<file path="config.mk">
export PLATFORM = sky130hd
export DESIGN_NAME = compass_calibrate_and_heading
export DESIGN_NICKNAME = d
export VERILOG_FILES = /design/src/design/cch_pkg.sv /design/src/design/cch_front.sv /design/src/design/cch_queue.sv /design/src/design/cch_back.sv /design/src/design/compass_calibrate_and_heading.sv
export SDC_FILE = /design/constraint.sdc
export NUM_CORES = 2
export LEC_CHECK = 0
export BUFFER_PORTS_ARGS = -buffer_cell sky130_fd_sc_hd__buf_2
export CAP_MARGIN = 20
export CORE_MARGIN = 5
export CORE_UTILIZATION = 40
export CTS_CLUSTER_SIZE = 14
export DETAILED_ROUTE_END_ITERATION = 12
export PLACE_DENSITY = 0.55
export SLEW_MARGIN = 20
export SYNTH_ARGS = -nofsm -noshare
export SYNTH_HDL_FRONTEND = slang
export SYNTH_SLANG_ARGS = --single-unit
export TNS_END_PERCENT = 50
</file>
<file path="constraint.sdc">
create_clock -name clk -period 13.2 [get_ports clk]
set_input_delay 1.32 -clock clk [delete_from_list [all_inputs] [get_ports clk]]
set_output_delay 1.32 -clock clk [all_outputs]
set_load 0.05 [all_outputs]
</file>
<file path="src/design/cch_pkg.sv">
// ----------------------------------------------------------------------------
// cch_pkg: shared types and constants for the compass heading block
// Word layouts, job codes, register indexes and the CORDIC angle table.
// ----------------------------------------------------------------------------
package cch_pkg;

  localparam int CORDIC_STEPS = 16;
  localparam int SAMPLE_BITS  = 16;

  localparam int SUM_W  = 24;
  localparam int DIV_W  = 44;
  localparam int QUO_W  = 18;
  localparam int CRD_W  = 28;
  localparam int ANG_W  = 34;
  localparam int STEP_W = 5;

  localparam logic signed [ANG_W-1:0] FULL_TURN = ANG_W'(64'sd360 <<< 22);
  localparam logic signed [ANG_W-1:0] HALF_TURN = ANG_W'(64'sd180 <<< 22);
  localparam logic [14:0] HEADING_UNITS = 15'd23040;

  // Input item kinds.
  localparam logic [1:0] KIND_HEAD  = 2'd0;
  localparam logic [1:0] KIND_CAL   = 2'd1;
  localparam logic [1:0] KIND_CLEAR = 2'd2;

  // Configuration register indexes.
  localparam logic [2:0] REG_HEAD_AVG = 3'd0;
  localparam logic [2:0] REG_CAL_AVG  = 3'd1;
  localparam logic [2:0] REG_MIN_X    = 3'd2;
  localparam logic [2:0] REG_MAX_X    = 3'd3;
  localparam logic [2:0] REG_MIN_Y    = 3'd4;
  localparam logic [2:0] REG_MAX_Y    = 3'd5;

  typedef struct packed {
    logic [1:0]         kind;
    logic signed [15:0] raw_x;
    logic signed [15:0] raw_y;
  } in_item_t;

  typedef struct packed {
    logic [14:0]        heading;
    logic               heading_valid;
    logic               range_error;
    logic signed [15:0] track_min_x;
    logic signed [15:0] track_max_x;
    logic signed [15:0] track_min_y;
    logic signed [15:0] track_max_y;
  } out_item_t;

  typedef enum logic [2:0] {
    OP_NOP, OP_CLEAR, OP_HEAD, OP_CAL, OP_RERR
  } op_t;

  // Job handed from the front end to the back end.
  typedef struct packed {
    op_t                      op;
    logic signed [SUM_W-1:0]  sum_x;
    logic signed [SUM_W-1:0]  sum_y;
    logic [7:0]               n;
  } job_t;

  typedef struct packed {
    logic [7:0]         head_avg;
    logic [7:0]         cal_avg;
    logic signed [15:0] min_x;
    logic signed [15:0] max_x;
    logic signed [15:0] min_y;
    logic signed [15:0] max_y;
  } cfg_t;

  typedef enum logic [2:0] {
    B_IDLE, B_SETUP, B_DIV, B_TRACK, B_CINIT, B_CORDIC, B_FINISH
  } back_state_t;

  // Arctangent of 2^-i in units of 2^-22 degree.
  function automatic logic [CRD_W-1:0] atan_val(input logic [STEP_W-1:0] i);
    logic [CRD_W-1:0] v;
    case (i)
      5'd0:  v = 28'd188743680;
      5'd1:  v = 28'd111421900;
      5'd2:  v = 28'd58872272;
      5'd3:  v = 28'd29884485;
      5'd4:  v = 28'd15000234;
      5'd5:  v = 28'd7507429;
      5'd6:  v = 28'd3754631;
      5'd7:  v = 28'd1877430;
      5'd8:  v = 28'd938729;
      5'd9:  v = 28'd469366;
      5'd10: v = 28'd234683;
      5'd11: v = 28'd117342;
      5'd12: v = 28'd58671;
      5'd13: v = 28'd29335;
      5'd14: v = 28'd14668;
      5'd15: v = 28'd7334;
      5'd16: v = 28'd3667;
      5'd17: v = 28'd1833;
      5'd18: v = 28'd917;
      5'd19: v = 28'd458;
      5'd20: v = 28'd229;
      5'd21: v = 28'd115;
      5'd22: v = 28'd57;
      5'd23: v = 28'd29;
      default: v = '0;
    endcase
    return v;
  endfunction

endpackage

</file>
<file path="src/design/cch_front.sv">
// ----------------------------------------------------------------------------
// cch_front: sample accumulation and job classification
// Sums raw samples into groups and emits one job per accepted word.
// ----------------------------------------------------------------------------
module cch_front import cch_pkg::*; (
  input  logic     clk,
  input  logic     rst_n,
  input  cfg_t     cfg,
  input  logic     in_valid,
  output logic     in_ready,
  input  in_item_t in_data,
  input  logic     q_full,
  output logic     push,
  output job_t     push_job
);

  logic signed [SUM_W-1:0] sum_x_r, sum_x_nxt, sum_y_r, sum_y_nxt;
  logic [7:0] count_r, count_nxt;
  logic       mode_r, mode_nxt;

  logic                    same;
  logic signed [SUM_W-1:0] new_x, new_y;
  logic [8:0]              new_cnt;
  logic [7:0]              n_eff;
  logic                    done;
  logic                    bad_range;

  assign in_ready = !q_full;
  assign push     = in_valid && in_ready;

  // Group arithmetic for the incoming word.
  always_comb begin
    same    = (mode_r == in_data.kind[0]);
    new_x   = (same ? sum_x_r : '0) + SUM_W'($signed(in_data.raw_x[SAMPLE_BITS-1:0]));
    new_y   = (same ? sum_y_r : '0) + SUM_W'($signed(in_data.raw_y[SAMPLE_BITS-1:0]));
    new_cnt = (same ? {1'b0, count_r} : 9'd0) + 9'd1;
    n_eff   = (in_data.kind == KIND_HEAD) ? cfg.head_avg : cfg.cal_avg;
    if (n_eff == 8'd0) begin
      n_eff = 8'd1;
    end
    done      = (new_cnt >= {1'b0, n_eff});
    bad_range = (cfg.max_x == cfg.min_x) || (cfg.max_y == cfg.min_y);
  end

  // Job word and next group state.
  always_comb begin
    sum_x_nxt = sum_x_r;
    sum_y_nxt = sum_y_r;
    count_nxt = count_r;
    mode_nxt  = mode_r;
    push_job.op    = OP_NOP;
    push_job.sum_x = new_x;
    push_job.sum_y = new_y;
    push_job.n     = n_eff;
    case (in_data.kind)
      KIND_CLEAR: begin
        push_job.op = OP_CLEAR;
        sum_x_nxt   = '0;
        sum_y_nxt   = '0;
        count_nxt   = '0;
      end
      KIND_HEAD, KIND_CAL: begin
        mode_nxt = in_data.kind[0];
        if (done) begin
          sum_x_nxt = '0;
          sum_y_nxt = '0;
          count_nxt = '0;
          if (in_data.kind == KIND_CAL) begin
            push_job.op = OP_CAL;
          end else begin
            push_job.op = bad_range ? OP_RERR : OP_HEAD;
          end
        end else begin
          sum_x_nxt = new_x;
          sum_y_nxt = new_y;
          count_nxt = new_cnt[7:0];
        end
      end
      default: push_job.op = OP_NOP;
    endcase
  end

  always_ff @(posedge clk) begin
    if (!rst_n) begin
      sum_x_r <= '0;
      sum_y_r <= '0;
      count_r <= '0;
      mode_r  <= 1'b0;
    end else if (push) begin
      sum_x_r <= sum_x_nxt;
      sum_y_r <= sum_y_nxt;
      count_r <= count_nxt;
      mode_r  <= mode_nxt;
    end
  end

endmodule

</file>
<file path="src/design/cch_queue.sv">
// ----------------------------------------------------------------------------
// cch_queue: two-entry job queue
// Decouples the front end from the back end.
// ----------------------------------------------------------------------------
module cch_queue import cch_pkg::*; (
  input  logic clk,
  input  logic rst_n,
  input  logic push,
  input  job_t push_job,
  output logic full,
  input  logic pop,
  output logic q_valid,
  output job_t q_job
);

  job_t       mem_r [2];
  logic       wr_r, rd_r;
  logic [1:0] cnt_r;

  assign full    = (cnt_r == 2'd2);
  assign q_valid = (cnt_r != 2'd0);
  assign q_job   = mem_r[rd_r];

  // Entry storage.
  always_ff @(posedge clk) begin
    if (push) begin
      mem_r[wr_r] <= push_job;
    end
  end

  // Pointers and fill level.
  always_ff @(posedge clk) begin
    if (!rst_n) begin
      wr_r  <= 1'b0;
      rd_r  <= 1'b0;
      cnt_r <= '0;
    end else begin
      if (push) begin
        wr_r <= !wr_r;
      end
      if (pop) begin
        rd_r <= !rd_r;
      end
      cnt_r <= cnt_r + 2'(push) - 2'(pop);
    end
  end

endmodule

</file>
<file path="src/design/cch_back.sv">
// ----------------------------------------------------------------------------
// cch_back: job execution unit
// Shared bit-serial divider, CORDIC vectoring unit, min/max tracking and
// the result register.
// ----------------------------------------------------------------------------
module cch_back import cch_pkg::*; (
  input  logic      clk,
  input  logic      rst_n,
  input  cfg_t      cfg,
  input  logic      q_valid,
  input  job_t      q_job,
  output logic      pop,
  output logic      out_valid,
  input  logic      out_ready,
  output out_item_t out_data
);

  back_state_t state_r, state_nxt;

  job_t                    job_r;
  logic                    axis_r;
  logic [DIV_W-1:0]        d_r, v_r;
  logic                    neg_r, sat_r;
  logic [QUO_W-1:0]        q_r;
  logic [STEP_W-1:0]       cnt_r;
  logic signed [15:0]      res_x_r, res_y_r;
  logic signed [CRD_W-1:0] cx_r, cy_r;
  logic signed [ANG_W-1:0] cz_r;
  logic                    zero_r;
  logic signed [15:0]      tmin_x_r, tmax_x_r, tmin_y_r, tmax_y_r;
  logic                    out_valid_r;
  out_item_t               out_r;

  // Divider operand setup.
  logic signed [SUM_W-1:0] s_sel;
  logic signed [15:0]      lo, hi;
  logic signed [16:0]      lohi, hml;
  logic signed [25:0]      prod_a, den;
  logic signed [26:0]      num;
  logic [26:0]             un;
  logic [25:0]             ud;
  logic [SUM_W-1:0]        mag;
  logic [DIV_W-1:0]        d_set, v_set;
  logic                    neg_set;

  always_comb begin
    s_sel  = axis_r ? job_r.sum_y : job_r.sum_x;
    lo     = axis_r ? cfg.min_y : cfg.min_x;
    hi     = axis_r ? cfg.max_y : cfg.max_x;
    lohi   = 17'(lo) + 17'(hi);
    hml    = 17'(hi) - 17'(lo);
    prod_a = $signed({1'b0, job_r.n}) * lohi;
    den    = $signed({1'b0, job_r.n}) * hml;
    num    = (27'(s_sel) <<< 1) - 27'(prod_a);
    un     = num[26] ? 27'(-num) : 27'(num);
    ud     = den[25] ? 26'(-den) : 26'(den);
    mag    = s_sel[SUM_W-1] ? SUM_W'(-s_sel) : SUM_W'(s_sel);
    if (job_r.op == OP_HEAD) begin
      d_set   = (DIV_W'(un) << 16) + DIV_W'(ud);
      v_set   = DIV_W'(ud) << 1;
      neg_set = num[26] ^ den[25];
    end else begin
      d_set   = (DIV_W'(mag) << 1) + DIV_W'(job_r.n);
      v_set   = DIV_W'(job_r.n) << 1;
      neg_set = s_sel[SUM_W-1];
    end
  end

  // One restoring division step, then the signed 16-bit result.
  logic [DIV_W-1:0] shifted;
  logic             ge;
  logic [QUO_W-1:0] q_step;
  logic [15:0]      qs;
  logic signed [15:0] div_res;

  always_comb begin
    shifted = v_r << cnt_r;
    ge      = (d_r >= shifted);
    q_step  = q_r | (QUO_W'(ge) << cnt_r);
    if (sat_r || (q_step > QUO_W'(32768))) begin
      qs = 16'h8000;
    end else begin
      qs = q_step[15:0];
    end
    if (neg_r) begin
      div_res = $signed(16'(-qs));
    end else begin
      div_res = (qs == 16'h8000) ? 16'sh7fff : $signed(qs);
    end
  end

  // CORDIC rotation step. The angle table entries are positive, so they are
  // zero extended to the angle width.
  logic signed [CRD_W-1:0] dx, dy;
  logic signed [ANG_W-1:0] atan_s;
  logic signed [CRD_W-1:0] ix, iy;

  always_comb begin
    dx     = cy_r >>> cnt_r;
    dy     = cx_r >>> cnt_r;
    atan_s = $signed(ANG_W'(atan_val(cnt_r)));
    ix     = CRD_W'(res_x_r) <<< 8;
    iy     = CRD_W'(res_y_r) <<< 8;
  end

  // Final angle wrap and rounding to 1/64 degree.
  logic signed [ANG_W-1:0] ang;
  logic [ANG_W-1:0]        ang_rnd;
  logic [14:0]             hdg;

  always_comb begin
    ang = cz_r;
    if (ang < 0) begin
      ang = ang + FULL_TURN;
    end
    if (ang >= FULL_TURN) begin
      ang = ang - FULL_TURN;
    end
    ang_rnd = ($unsigned(ang) + ANG_W'(32768)) >> 16;
    hdg     = ang_rnd[14:0];
    if (hdg >= HEADING_UNITS) begin
      hdg = hdg - HEADING_UNITS;
    end
  end

  logic out_free;
  assign out_free = !out_valid_r || out_ready;

  // Next state.
  always_comb begin
    state_nxt = state_r;
    unique case (state_r)
      B_IDLE: begin
        if (q_valid) begin
          unique case (q_job.op)
            OP_HEAD, OP_CAL: state_nxt = B_SETUP;
            OP_CLEAR:        state_nxt = B_TRACK;
            default:         state_nxt = B_FINISH;
          endcase
        end
      end
      B_SETUP: state_nxt = B_DIV;
      B_DIV: begin
        if (cnt_r == '0) begin
          if (!axis_r) begin
            state_nxt = B_SETUP;
          end else begin
            state_nxt = (job_r.op == OP_CAL) ? B_TRACK : B_CINIT;
          end
        end
      end
      B_TRACK:  state_nxt = B_FINISH;
      B_CINIT:  state_nxt = B_CORDIC;
      B_CORDIC: begin
        if (cnt_r == STEP_W'(CORDIC_STEPS - 1)) begin
          state_nxt = B_FINISH;
        end
      end
      B_FINISH: begin
        if (out_free) begin
          state_nxt = B_IDLE;
        end
      end
      default: state_nxt = B_IDLE;
    endcase
  end

  // Outputs of the state machine.
  always_comb begin
    pop = (state_r == B_IDLE) && q_valid;
  end

  // Datapath registers.
  always_ff @(posedge clk) begin
    unique case (state_r)
      B_IDLE: begin
        job_r  <= q_job;
        axis_r <= 1'b0;
      end
      B_SETUP: begin
        d_r   <= d_set;
        v_r   <= v_set;
        neg_r <= neg_set;
        sat_r <= (d_set >= (v_set << QUO_W));
        q_r   <= '0;
        cnt_r <= STEP_W'(QUO_W - 1);
      end
      B_DIV: begin
        if (ge) begin
          d_r <= d_r - shifted;
        end
        q_r   <= q_step;
        cnt_r <= cnt_r - 1'b1;
        if (cnt_r == '0) begin
          axis_r <= 1'b1;
          if (!axis_r) begin
            res_x_r <= div_res;
          end else begin
            res_y_r <= div_res;
          end
        end
      end
      B_CINIT: begin
        zero_r <= (res_x_r == '0) && (res_y_r == '0);
        cnt_r  <= '0;
        if (ix < 0) begin
          cx_r <= -ix;
          cy_r <= -iy;
          cz_r <= HALF_TURN;
        end else begin
          cx_r <= ix;
          cy_r <= iy;
          cz_r <= '0;
        end
      end
      B_CORDIC: begin
        cnt_r <= cnt_r + 1'b1;
        if (cy_r < 0) begin
          cx_r <= cx_r - dx;
          cy_r <= cy_r + dy;
          cz_r <= cz_r - atan_s;
        end else begin
          cx_r <= cx_r + dx;
          cy_r <= cy_r - dy;
          cz_r <= cz_r + atan_s;
        end
      end
      default: ;
    endcase
  end

  // Tracked min/max values.
  always_ff @(posedge clk) begin
    if (!rst_n) begin
      tmin_x_r <= 16'sh7fff;
      tmax_x_r <= 16'sh8000;
      tmin_y_r <= 16'sh7fff;
      tmax_y_r <= 16'sh8000;
    end else if (state_r == B_TRACK) begin
      if (job_r.op == OP_CLEAR) begin
        tmin_x_r <= 16'sh7fff;
        tmax_x_r <= 16'sh8000;
        tmin_y_r <= 16'sh7fff;
        tmax_y_r <= 16'sh8000;
      end else begin
        if (res_x_r < tmin_x_r) tmin_x_r <= res_x_r;
        if (res_x_r > tmax_x_r) tmax_x_r <= res_x_r;
        if (res_y_r < tmin_y_r) tmin_y_r <= res_y_r;
        if (res_y_r > tmax_y_r) tmax_y_r <= res_y_r;
      end
    end
  end

  // Result register.
  always_ff @(posedge clk) begin
    if (!rst_n) begin
      state_r     <= B_IDLE;
      out_valid_r <= 1'b0;
    end else begin
      state_r <= state_nxt;
      if ((state_r == B_FINISH) && out_free) begin
        out_valid_r <= 1'b1;
      end else if (out_ready) begin
        out_valid_r <= 1'b0;
      end
    end
  end

  always_ff @(posedge clk) begin
    if ((state_r == B_FINISH) && out_free) begin
      out_r.heading_valid <= (job_r.op == OP_HEAD);
      out_r.heading       <= ((job_r.op == OP_HEAD) && !zero_r) ? hdg : '0;
      out_r.range_error   <= (job_r.op == OP_RERR);
      out_r.track_min_x   <= tmin_x_r;
      out_r.track_max_x   <= tmax_x_r;
      out_r.track_min_y   <= tmin_y_r;
      out_r.track_max_y   <= tmax_y_r;
    end
  end

  assign out_valid = out_valid_r;
  assign out_data  = out_r;

endmodule

</file>
<file path="src/design/compass_calibrate_and_heading.sv">
// A heading group takes two 18-step divisions plus 16 CORDIC steps in the back
// end. A word is taken whenever the two-entry job queue has room; the back end
// finishes one job at a time.
// Reset is synchronous, active low: register defaults, empty sums, empty tracking.
// ----------------------------------------------------------------------------
// compass_calibrate_and_heading: calibrated magnetometer compass
// Group averaging, min/max calibration tracking and CORDIC heading.
// ----------------------------------------------------------------------------
module compass_calibrate_and_heading import cch_pkg::*; (
  input  logic      clk,
  input  logic      rst_n,
  input  logic      cfg_we,
  input  logic [2:0] cfg_index,
  input  logic [15:0] cfg_wdata,
  input  logic      in_valid,
  output logic      in_ready,
  input  in_item_t  in_data,
  output logic      out_valid,
  input  logic      out_ready,
  output out_item_t out_data
);

  cfg_t cfg_r;
  logic q_full, push, pop, q_valid;
  job_t push_job, q_job;

  // Configuration registers.
  always_ff @(posedge clk) begin
    if (!rst_n) begin
      cfg_r.head_avg <= 8'd1;
      cfg_r.cal_avg  <= 8'd1;
      cfg_r.min_x    <= -16'sd1024;
      cfg_r.max_x    <= 16'sd1024;
      cfg_r.min_y    <= -16'sd1024;
      cfg_r.max_y    <= 16'sd1024;
    end else if (cfg_we) begin
      unique case (cfg_index)
        REG_HEAD_AVG: cfg_r.head_avg <= cfg_wdata[7:0];
        REG_CAL_AVG:  cfg_r.cal_avg  <= cfg_wdata[7:0];
        REG_MIN_X:    cfg_r.min_x    <= $signed(cfg_wdata);
        REG_MAX_X:    cfg_r.max_x    <= $signed(cfg_wdata);
        REG_MIN_Y:    cfg_r.min_y    <= $signed(cfg_wdata);
        REG_MAX_Y:    cfg_r.max_y    <= $signed(cfg_wdata);
        default: ;
      endcase
    end
  end

  cch_front u_front (
    .clk      (clk),
    .rst_n    (rst_n),
    .cfg      (cfg_r),
    .in_valid (in_valid),
    .in_ready (in_ready),
    .in_data  (in_data),
    .q_full   (q_full),
    .push     (push),
    .push_job (push_job)
  );

  cch_queue u_queue (
    .clk      (clk),
    .rst_n    (rst_n),
    .push     (push),
    .push_job (push_job),
    .full     (q_full),
    .pop      (pop),
    .q_valid  (q_valid),
    .q_job    (q_job)
  );

  cch_back u_back (
    .clk       (clk),
    .rst_n     (rst_n),
    .cfg       (cfg_r),
    .q_valid   (q_valid),
    .q_job     (q_job),
    .pop       (pop),
    .out_valid (out_valid),
    .out_ready (out_ready),
    .out_data  (out_data)
  );

`ifndef ASSERT_OFF
  // A word never reports both a heading and a range error.
  a_excl: assert property (@(posedge clk) disable iff (!rst_n)
    out_valid |-> !(out_data.heading_valid && out_data.range_error))
    else $error("heading and range error both set");

  // Heading is zero whenever no heading was computed.
  a_zero: assert property (@(posedge clk) disable iff (!rst_n)
    (out_valid && !out_data.heading_valid) |-> (out_data.heading == '0))
    else $error("heading nonzero without heading_valid");

  // Heading stays below a full turn.
  a_range: assert property (@(posedge clk) disable iff (!rst_n)
    out_valid |-> (out_data.heading < HEADING_UNITS))
    else $error("heading out of range");

  // The back end only takes a job that the queue holds.
  a_pop: assert property (@(posedge clk) disable iff (!rst_n)
    pop |-> q_valid)
    else $error("job taken from empty queue");
`endif

endmodule
</file>
## Word level (Yosys, flattened, before mapping)

Memory sizes are Yosys's and may differ from the RTL's. A register that Yosys moved wholly into a read port is not among the register bits.
Index checks and enable logic that the tools add are counted.

- Output and inout bits: 83
- Memory bits (writable): 118
- Bits in registers: 586
- Memory bits (read-only): 896
- Memories: 2

Memory list:

| memory | depth | bits a word | read ports | clocked after memory_dff | write ports | line | RTL |
|---|---|---|---|---|---|---|---|
| (no name shown) | 32 | 28 | 1 | 1 | 0 | cch_pkg.sv:78 | `case (i)` |
| u_queue.mem_r | 2 | 59 | 1 | 1 | 1 | cch_queue.sv:16 | `job_t mem_r [2];` |

- Equal/unequal tests: 31
- Reductions and logical operators: 50
- Muxes and demuxes: 68
- Shifts and indexed selects: 4
- $add $sub $neg: 29
- Multiply operators: 2
- Bitwise operators: 3
- Magnitude comparators: 13

Operator list:

| operator | number |
|---|---|
| 2-to-1 mux 16 bit | 13 |
| 2-to-1 mux 24 bit | 6 |
| 2-to-1 mux 28 bit | 4 |
| one-hot mux 28 bit (2 select lines) | 2 |
| one-hot mux 24 bit (2 select lines) | 2 |
| greater-or-equal comparator 44 bit | 2 |
| 2-to-1 mux 44 bit | 2 |
| one-hot mux 44 bit (2 select lines) | 1 |
| 2-to-1 mux 34 bit | 2 |
| one-hot mux 34 bit (2 select lines) | 1 |
| adder 28 bit | 2 |
| negation 24 -> 28 bit | 2 |
| >>> shifter 28 x 5 -> 28 bit | 2 |
| subtractor 28 bit | 2 |
| multiplier 9 x 17 -> 26 bit | 2 |
| 2-to-1 mux 26 bit | 2 |
| adder 24 bit | 2 |
| adder 43 x 26 -> 44 bit | 1 |
| << shifter 44 x 5 -> 44 bit | 1 |
| subtractor 44 bit | 1 |
| one-hot mux 18 bit (2 select lines) | 1 |
| adder 34 x 29 -> 34 bit | 1 |
| adder 34 x 32 -> 34 bit, second input constant | 1 |
| greater-or-equal comparator 34 x 32 -> 1 bit, second input constant | 1 |
| other kinds (66) | 144 |

## Longest topological paths before layout

- Depth in word-level cells: 10
- Mapped depth: 67

## Hierarchy

A second synthesis with hierarchy kept.

- Cell total of the unflattened synthesis: 6854
- Area, all modules: 63508.4 sq um

Modules (own cells, without submodules):

| module | area each (sq um) | instances | seq. area each (sq um) | cells an instance |
|---|---|---|---|---|
| cch_back | 50335.8 | 1 | 12702.2 | 5673 |
| cch_front | 5626.6 | 1 | 1141.1 | 687 |
| cch_queue | 4530.6 | 1 | 3643.5 | 205 |
| compass_calibrate_and_heading | 3015.4 | 1 | 1601.5 | 289 |

## Worst setup path before layout

No wires, ideal clock.

- Path kind: register to register
- Start point: register u_back.axis_r
- End point: register u_back.sat_r, data pin
- Arrival time: 14164 ps
- Required time: 12944 ps
- Slack: -1219 ps
- Cell stages (with the launch flop): 67
- Clock period less this slack: 14419 ps
- Cell sequence: edfxtp_1 buf_2 buf_2 buf_2 buf_2 clkbuf_1 buf_1 mux2_2 ha_1 fa_1 nor2b_1 o21ai_0 a21boi_0 o21ai_0 a21boi_0 o21ai_0 a21boi_0 o21a_1 [31 not listed] a21oi_1 o21ai_0 a21o_1 a21oi_1 o21ba_2 a211o_1 o211ai_1 o31ai_1 xnor2_1 nor2_1 ha_1 a21o_1 a21o_1 a221oi_1 o21ai_0 a221oi_1 o21ai_0 a41o_1

- Word-level cells in the longest chain between the ends: 9

Ends and longest elaborated chain:

| item | line | RTL |
|---|---|---|
| start, declared | cch_back.sv:21 | `logic axis_r;` |
| start signal, assigned | cch_back.sv:178 | `axis_r <= 1'b0;` |
| start signal, assigned | cch_back.sv:195 | `axis_r <= 1'b1;` |
| 2-to-1 mux 16 bit, on equally long branches | cch_back.sv:48, cch_back.sv:49 |  |
| adder 16 x 16 -> 17 bit | cch_back.sv:50 | `lohi = 17'(lo) + 17'(hi);` |
| multiplier 9 x 17 -> 26 bit | cch_back.sv:52 | `prod_a = $signed({1'b0, job_r.n}) * lohi;` |
| subtractor 25 x 26 -> 27 bit | cch_back.sv:54 | `num = (27'(s_sel) <<< 1) - 27'(prod_a);` |
| negation 27 bit | cch_back.sv:55 | `un = num[26] ? 27'(-num) : 27'(num);` |
| 2-to-1 mux 27 bit | cch_back.sv:55 |  |
| adder 43 x 26 -> 44 bit | cch_back.sv:59 | `d_set = (DIV_W'(un) << 16) + DIV_W'(ud);` |
| 2-to-1 mux 44 bit | cch_back.sv:58 | `if (job_r.op == OP_HEAD) begin` |
| greater-or-equal comparator 44 bit * | cch_back.sv:184 | `sat_r <= (d_set >= (v_set << QUO_W));` |
| end signal, assigned | cch_back.sv:184 |  |
| end, declared | cch_back.sv:23 | `logic neg_r, sat_r;` |

Mark *: on every way between the ends. The rest lies on a longest branch, timed or not.
A chain may end at the register's enable or synchronous reset.

## Final worst setup path

Same ends and word-level chain as after synthesis.

==> flow_metrics.env <==
export IMPL_start_kind="register"
export IMPL_hold_viol=0
export IMPL_synth_fa_ha_area_frac=0.173
export IMPL_cts_root_buf="clkbuf_16"
export IMPL_fin_worst_skew_ns=0.0592
export IMPL_finalInstanceArea_um2=69200
export IMPL_fin_crit_sh=0.948
export IMPL_endpoint="u_back.sat_r"
export IMPL_reg2reg_slack_ns=0.69
export IMPL_coreArea_um2=156000
export IMPL_dp_hpwl_um=142000
export IMPL_status="finished, violations left"
export IMPL_hp_class="register to register"
export IMPL_synth_avg_cell_area_um2=9.13
export IMPL_nNetsFinal=7729
export IMPL_synth_top_family_by_area="adder cells"
export IMPL_synth_largest_area_cell="edfxtp_1"
export IMPL_synth_xor_area_frac=0.0694
export IMPL_finalSetupViolations=0
export IMPL_post_dp_cell_area_um2=65900
export IMPL_cp_slowest_cell="fa_1"
export IMPL_initial_core_util=0.402
export IMPL_yosysUniqueCellTypes=118
export IMPL_synth_most_common_cell="nand2_1"
export IMPL_cts_sinks=715
export IMPL_syn_num_nets=7642
export IMPL_r2r_end="u_back.sat_r"
export IMPL_stdcell_count=9083
export IMPL_n_antenna_cell=0
export IMPL_gr_total_overflow=0
export IMPL_crit_path_max_fanout=7
export IMPL_slew_headroom=0.266
export IMPL_maxSlewViolCount=0
export IMPL_cpMostUsedCell="fa_1"
export IMPL_timing_final_crit_period_ns=12.51
export IMPL_h_tree_depth=3
export IMPL_timing_fmax_ghz=0.0799
export IMPL_place_congestion=0.895
export IMPL_first_pass_iters=10
export IMPL_grt_util_all_layers=0.221
export IMPL_synth_compound_area_frac=0.157
export IMPL_synthTopCellsByCount="671 x nand2_1, 622 x inv_1, 505 x nor2_1, 477 x edfxtp_1, 463 x ha_1"
export IMPL_dp_cells=8916
export IMPL_grt_pass1_wl_um=288000
export IMPL_slowest_delay_ns=0.53
export IMPL_cts_buffers=85
export IMPL_grt_pass1_vias=48600
export IMPL_yosysSeqAreaShare=0.304
export IMPL_hold_path_depth=0
export IMPL_max_cap_viol_count=0
export IMPL_timing_rr_start="u_back.axis_r"
export IMPL_ios=141
export IMPL_ant_nets=0
export IMPL_violations="DRC"
export IMPL_crit_type="register to register"
export IMPL_fin_tns_setup_ns=0
export IMPL_netlist_instances=6868
export IMPL_wl_um=186000
export IMPL_required_ns=13.63
export IMPL_ys_ff_latch=715
export IMPL_vias=50200
export IMPL_worst_pin_slew_ns=1.09
export IMPL_final_layout_size_suffix_gt1_frac=0.102
export IMPL_rsz0062_at_grt="false"
export IMPL_vias_per_cell=5.52
export IMPL_die_w_um=406
export IMPL_synth_area_top_cells="edfxtp_1 23%, ha_1 9.2%, fa_1 8.1%, dfxtp_1 7.6%, xnor2_1 4.4%"
export IMPL_end_kind="register"
export IMPL_synth_top_flop_cell="edfxtp_1"
export IMPL_dr_first_iter_drc_count=3952
export IMPL_remaining_drc_errors=1
export IMPL_synth_simple_area_share=0.171
export IMPL_antenna_found_initial=4
export IMPL_yosys_warnings=0
export IMPL_worst_ep_arrival_time_ns=12.94
export IMPL_cts_tree="yes"
export IMPL_synthesis_area_um2=62700
export IMPL_cp_startpoint="u_back.axis_r"
export IMPL_synth_area_mux_share=0.0682
export IMPL_clockBufferDepth=3
export IMPL_core_rowCount=145
export IMPL_dieArea_um2=165000
export IMPL_async_reset_ff_frac=0
export IMPL_die_h_um=406
export IMPL_path_clk_slew_ns=0.06
export IMPL_netlist_area_leader_share=0.228
export IMPL_grt_max_degree=101
export IMPL_reg2reg_depth=55
export IMPL_synth_edf_count=477
export IMPL_routedWlPerCell_um=20.5
export IMPL_area_growth_syn_to_layout_pct=10.3
export IMPL_port_buffers=140
export IMPL_clk_latency_ns=0.71
-- cell type report --
cell class                 instances  area, µm²
sequential                       715      19100
multi-input combinational       5238      40400
clock inverter                    34        473
fill                           15300      86900
clock buffer                     123       2390
inverter                         630       2370
tap                             2058       2570
timing repair buffer             285       1840
-- kinds of logic (layout without fill, tap and decap cells) --
logic type	Yosys count	count (layout)
simple gates	2198	2198
xor+xnor	495	495
buf+inv	915	1072
fa+ha+maj	716	716
flops	715	715
compound gates	1518	1518
mux	310	310
other cells	1	1
-- timing repair --
item / CTS / global route
gates resized for setup: 0 / 67
hold buffers: 0 / 0
endpoints found under the hold margin: 0 / 0
buffers inserted: 0 / 10
endpoints found under the setup margin: 0 / 1
-- through the flow --
| stage | worst slack, ns | hold WS [ns] | utilization |
|---|---|---|---|
| finish | 0.686 | 0.444 | 0.443 |
| global route | 0.0155 | 0.455 | 0.443 |
| CTS | 0.0107 | 0.445 | 0.441 |
| detailed placement | 0.104 | 0.433 | 0.423 |
| global placement | 0.382 | 0.417 | 0.422 |
| floorplan | 0.0235 | 0.408 | - |
-- how the worst min path moves through the flow --
stage,to,start
6_report,u_back.out_data[63],u_back.tmin_x_r[15]
5_1_grt,u_back.out_data[63],u_back.tmin_x_r[15]
3_3_place_gp,u_back.out_data[63],u_back.tmin_x_r[15]
4_1_cts,u_back.out_data[63],u_back.tmin_x_r[15]
3_5_place_dp,u_back.out_data[63],u_back.tmin_x_r[15]
2_1_floorplan,u_back.out_data[31],u_back.tmin_y_r[15]
-- critical path: cells and delay by family (launching register included) --
family / cells / cell delay [ns]
DFF: 1 / 0.32
muxes: 1 / 0.35
and+or+nand+nor: 11 / 2.31
xor gates and xnor gates: 3 / 0.65
AOI/OAI and AO/OA: 26 / 4.69
buffers and inverters: 6 / 0.60
adders and majority gates: 8 / 3.33
-- metal layers --
| metal | track usage | part of all wire | routed length [µm] |
|---|---|---|---|
| met5 | 0 | 0 | 0 |
| met4 | 0.0552 | 0.026 | 4870 |
| met3 | 0.0263 | 0.050 | 9360 |
| met2 | 0.358 | 0.45 | 84500 |
| met1 | 0.314 | 0.47 | 87200 |
-- layout by cell type (no fill, tap or decap), drive strengths merged, types with 70 or more instances in the layout --
| cell type | n |
|---|---|
| ha | 463 |
| a21boi | 83 |
| mux4 | 74 |
| xor2 | 179 |
| nor2b | 214 |
| o21a | 70 |
| a21oi | 401 |
| clkbuf | 123 |
| and2 | 170 |
| o21ai | 313 |
| edfxtp | 477 |
| inv | 633 |
| mux2i | 120 |
| nand2b | 80 |
| nand3 | 145 |
| buf | 285 |
| nor2 | 506 |
| nand2 | 671 |
| dfxtp | 238 |
| xnor2 | 316 |
| nor3 | 138 |
| mux2 | 116 |
| fa | 253 |
| a21o | 139 |
-- flip-flops by register name, indices dropped and copies added (netlist names), 26 cells and up, named ones only --
register / count
cfg_r: 80
u_back.out_data: 81
u_back.v_r: 26
u_back.cx_r: 28
u_back.d_r: 44
u_queue.mem_r: 118
u_back.cy_r: 28
u_back.atan_s: 28
u_back.cz_r: 34
u_back.job_r: 59
Power is not shown: default switching activity piles up to over one toggle a cycle in this logic, so the estimate is an artifact.
